$ cat config.mk
export PLATFORM = sky130hd
export DESIGN_NAME = bomc_mac
export DESIGN_NICKNAME = d
export VERILOG_FILES = /design/src/design/bomc_pkg.sv /design/src/design/bomc_mac.sv
export SDC_FILE = /design/constraint.sdc
export NUM_CORES = 2
export LEC_CHECK = 0
export BUFFER_PORTS_ARGS = -buffer_cell sky130_fd_sc_hd__clkbuf_2
export CAP_MARGIN = 20
export CELL_PAD_IN_SITES_DETAIL_PLACEMENT = 0
export CELL_PAD_IN_SITES_GLOBAL_PLACEMENT = 2
export CORE_UTILIZATION = 47
export CTS_CLUSTER_SIZE = 12
export DETAILED_ROUTE_END_ITERATION = 10
export PLACE_DENSITY_LB_ADDON = 0.2
export RECOVER_POWER = 50
export SLEW_MARGIN = 20
export SYNTH_ARGS = -nofsm -noshare
export SYNTH_HDL_FRONTEND = slang
export SYNTH_SLANG_ARGS = --single-unit
$ cat constraint.sdc
create_clock -name clk -period 23.1 [get_ports clk]
set_clock_uncertainty 0.15 [all_clocks]
set_input_delay 2.31 -clock clk [delete_from_list [all_inputs] [get_ports clk]]
set_output_delay 2.31 -clock clk [all_outputs]
set_load 0.1 [all_outputs]
$ cat src/design/bomc_pkg.sv
// Package with shared types and constants for the bone offset matrix composer.
`default_nettype none
package bomc_pkg;
  localparam int NumJointsDef = 64;
  localparam logic [2:0] ActWrOffset = 3'd0;
  localparam logic [2:0] ActClear    = 3'd1;
  localparam logic [2:0] ActLdBone   = 3'd2;
  localparam logic [2:0] ActLdParent = 3'd3;
  localparam logic [2:0] ActApply    = 3'd4;
  localparam logic signed [31:0] QOne = 32'sd65536;

  typedef struct packed {
    logic [2:0]         action;
    logic [5:0]         joint;
    logic [3:0]         element;
    logic signed [31:0] value;
  } in_beat_t;

  typedef struct packed {
    logic               applied;
    logic [3:0]         out_element;
    logic signed [31:0] out_value;
    logic               last;
  } out_beat_t;

  function automatic logic signed [31:0] sat32(input logic signed [49:0] v);
    if (v > 50'sd2147483647) return 32'sh7fffffff;
    if (v < -50'sd2147483648) return 32'sh80000000;
    return v[31:0];
  endfunction
endpackage
`default_nettype wire

$ cat src/design/bomc_mac.sv
// Multiply-accumulate unit: registered Q16.16 product, wide accumulator.
`default_nettype none
module bomc_mac (
  input  wire logic               clk,
  input  wire logic               clr,
  input  wire logic               en,
  input  wire logic signed [31:0] a,
  input  wire logic signed [31:0] b,
  output logic signed [49:0]      acc
);
  import bomc_pkg::*;
  logic signed [63:0] prod_r;
  logic               vld_r;
  logic               clr_r;
  logic signed [49:0] acc_r;
  always_ff @(posedge clk) begin
    prod_r <= a * b;
    vld_r  <= en;
    clr_r  <= clr;
    if (vld_r) begin
      acc_r <= (clr_r ? 50'sd0 : acc_r) + 50'(prod_r >>> 16);
    end
  end
  assign acc = acc_r;
endmodule
`default_nettype wire

* After elaboration in Yosys (flattened, before gate mapping)
Index checks and enable logic that the tools add are counted.
** Storage, ports and cells
- Word-level logic and storage cells :: 7
- Bits in registers :: 116
- Output and inout bits :: 50
- Input port bits :: 67
** Cells by class
- Add/subtract/negate cells :: 1
- Multiplexer cells :: 1
- Multipliers :: 1
** Operators with widths (number)
- multiplier 32 x 32 -> 64 bit :: 1
- adder 50 x 48 -> 50 bit :: 1
- 2-to-1 mux 50 bit :: 1

* Logic depth before layout (Yosys ltp)
- Word-level depth :: 2
- Depth in mapped cells :: 29
- Depth with buffers taken out :: 27

* Worst setup path after synthesis
Ideal clock, no wire load.
- Kind :: input to register
- Start :: input b[2]
- End :: register prod_r[63]
- Cell stages on the path :: 25
- Path buffers :: 1
- Setup slack :: 13.065 ns
- Library setup time :: 0.120 ns
- Data arrival time :: 9.765 ns
- Data required time :: 22.830 ns
- Cells stage by stage :: clkbuf_1 > nand2_1 > inv_1 > fa_1 > fa_1 > fa_1 > inv_1 > fa_1 > inv_1 > fa_1 > fa_1 > inv_1 > fa_1 > fa_1 > inv_1 > ha_1 > a21o_1 > a21o_1 > a21o_1 > or2_2 > a311oi_1 > or3_1 > o211ai_1 > a21oi_1 > xnor2_1
** On the way
- Longest elaborated chain between the ends :: 1
** RTL lines
- start: declaration :: RTL line bomc_mac.sv:8 : input wire logic signed [31:0] b,
- multiplier 32 x 32 -> 64 bit :: RTL line bomc_mac.sv:17 : prod_r <= a * b;
- end signal: assignment :: RTL line bomc_mac.sv:17
- end: declaration :: RTL line bomc_mac.sv:12 : logic signed [63:0] prod_r;
Every way passes these cells.
A chain may end at the register's enable or synchronous reset.

* Final worst setup path
Same ends and word-level chain as after synthesis.

==> flow_summary.toml <==
[place]
hpwl_um = 90000
dp.cells = 5411
place_congestion = 0.895
io_buffers = 116
place_area_sq_um = 42700

[critical_path]
crit_path_max_fanout = 32
slowest_delay_ps = 970
cp_slowest_cell = "fa_1"
reg2reg_to = "acc[45]"
path_buf_inv = 6
end_kind = "flip-flop"
crit_top_cell = "fa_1"
path_class = "primary input to flip-flop"
cp.arrival_ps = 10930
start_kind = "primary input"
r2r-start = "clr_r"
worstRegToRegCells = 13
required_ps = 23200
rrSetupSlack_ps = 17470
path_delay_family = "adder cells"

[sta]
max_freq_mhz = 92.4
hold_violations = 0
finalSetupViolCount = 0
rsz0062_at_grt = "false"
maxSlewViolCount = 102
worst_pin_slew_ps = 3030
tns_ps = 0
fin_crit_ps = 10820
period_share_pct = 46.9
relSlewSlack_pct = -102

[grt]
antenna_found_initial = 0
grt_use_total_pct = 26.1
top_usage_layer = "met2"
met1_usage_pct = 34.6
gr-total-overflow = 0
grt_max_degree = 51
met2_usage_pct = 46.7
met3_usage_pct = 2.12
grt_pass1_wl_um = 180000
grt_pass1_vias = 31596

[drt]
drt_wl_total_um = 109000
postRouteAntennaNets = 0
vias_per_cell = 5.18
avgRoutedWirePerCell_um = 20.1
route.detailed.drc = 0
dr.first_iter.drc_count = 1386
vias = 28138
dr.pass1.iters = 5

[synth]
yosys_register_bits = 100
syn-num-nets = 5706
synth_mux_area_share_pct = 0.0242
synth_top_family_by_area = "adder cells"
seq_area_frac_synth_pct = 6.06
ys_warn_count = 0
syn_inst = 4328
synth_ff_type = "edfxtp_1"
synth_edf_count = 50
synth_adder_area_share_pct = 59.4
async_reset_ff_share_pct = 0
mappedNetlistArea_sq_um = 41300
synth_cell_types = 73
avgSynthCellArea_sq_um = 9.54
synth_compound_area_share_pct = 5.73
yosys.area_share.simple_pct = 15.8
synth_xor_area_share_pct = 2.23

[clock_network]
cts.sinks = 100
cts_made_buffers = 9
h-tree-depth = 3
cts_resized = 0
cts.clk_slew.worst_paths_ps = 70
clockRootBuffer = "clkbuf_16"
postCtsHoldBufs = 0
clockBufferDepth = 2
clk_latency_ps = 370
postCtsSetupBuffers = 0
cts_tree = "built"

[final_layout]
final_util_pct = 49.4
layout.area.seq_sq_um = 2500
antennaDiodeCount = 0
fin_cells = 5427
final_nets = 5645
multi_input_comb_area_sq_um = 34300
layout_commonest_cell = "fa_1"
fillers = 8348
final_area_sq_um = 43000
area_delta_synth_final_pct = 4.04
final_cell_mix = "1,082 x fa_1, 964 x inv_1, 534 x nand2_1, 521 x and2_1, 229 x ha_1"
drive_gt1_share_pct = 3.65

[die]
io_pins = 117
num_rows = 108
core_sq_um = 86900
die_area_sq_um = 89000
die_x_um = 298
initial_core_util_pct = 47.5
die_y_um = 298

[min_path]
min_from = "prod_r[16]"
hold_depth = 1
whs_endpoint = "acc[0]"
hold_class = "flip-flop to flip-flop"

[status]
violations = "capacitance limit, slew limit"
outcome = "finished with violations"

[flow_run]
maxCapViolations = 2
==> cell usage after synthesis (18+ instances only) <==
master / instances / area share, %
nand2_1: 534 / 4.9
edfxtp_1: 50 / 3.6
nand2b_1: 18 / 0.27
a21oi_1: 98 / 1.2
inv_1: 964 / 8.8
xor2_1: 30 / 0.64
nor2_1: 72 / 0.65
dfxtp_1: 50 / 2.4
clkbuf_1: 217 / 2.0
o21a_1: 20 / 0.36
nand3_1: 22 / 0.27
nand4_1: 18 / 0.27
xnor2_1: 75 / 1.6
fa_1: 1082 / 52
nor2b_1: 59 / 0.89
o21ai_0: 49 / 0.59
ha_1: 229 / 6.9
and2_1: 522 / 7.9
a21o_1: 62 / 1.1
==> registers in the layout, indices dropped and copies added, names as in the netlist <==
| signal | cells |
|---|---|
| acc | 50 |
| vld_r | 1 |
| prod_r | 48 |
| clr_r | 1 |
==> cell families after synthesis <==
kind of cell    Yosys count
xor+xnor                105
simple gates           1283
mux                       1
compound gates          342
fa+ha+maj              1311
buf+inv                1186
flops                   100
==> per-stage QoR <==
step	hold WS, ps	worst slack, ps
floorplan	358	13060
global placement	369	12010
detailed placement	371	11890
CTS	389	12270
global route	427	11830
finish	385	12280
==> routing by layer <==
metal	vias up	part of all wire, %
met4	0	2.1
met1	14986	43
met5	-	0
met2	436	52
li1	12606	-
met3	110	3.0
==> worst max path at each step <==
stage / start / endpoint / slack, ps / cells after the start
after floorplan: b[2] / prod_r[63] / 13060 / 25
after global placement: b[2] / prod_r[63] / 12010 / 25
after detailed placement: b[2] / prod_r[63] / 11890 / 25
after CTS: b[2] / prod_r[63] / 12270 / 25
after global routing: b[2] / prod_r[63] / 11830 / 25
final: b[2] / prod_r[63] / 12280 / 25
==> cell type report <==
type	count	share of cell area (%)
clock inverter	7	0.131
multi-input combinational	3042	79.9
sequential	100	5.83
timing repair buffer	150	1.85
clock buffer	9	0.524
tap	1155	3.36
inverter	964	8.42
Power is left out: the tool's default activity adds up to more than one toggle a clock period on the data nets, which glitch-free logic cannot reach.
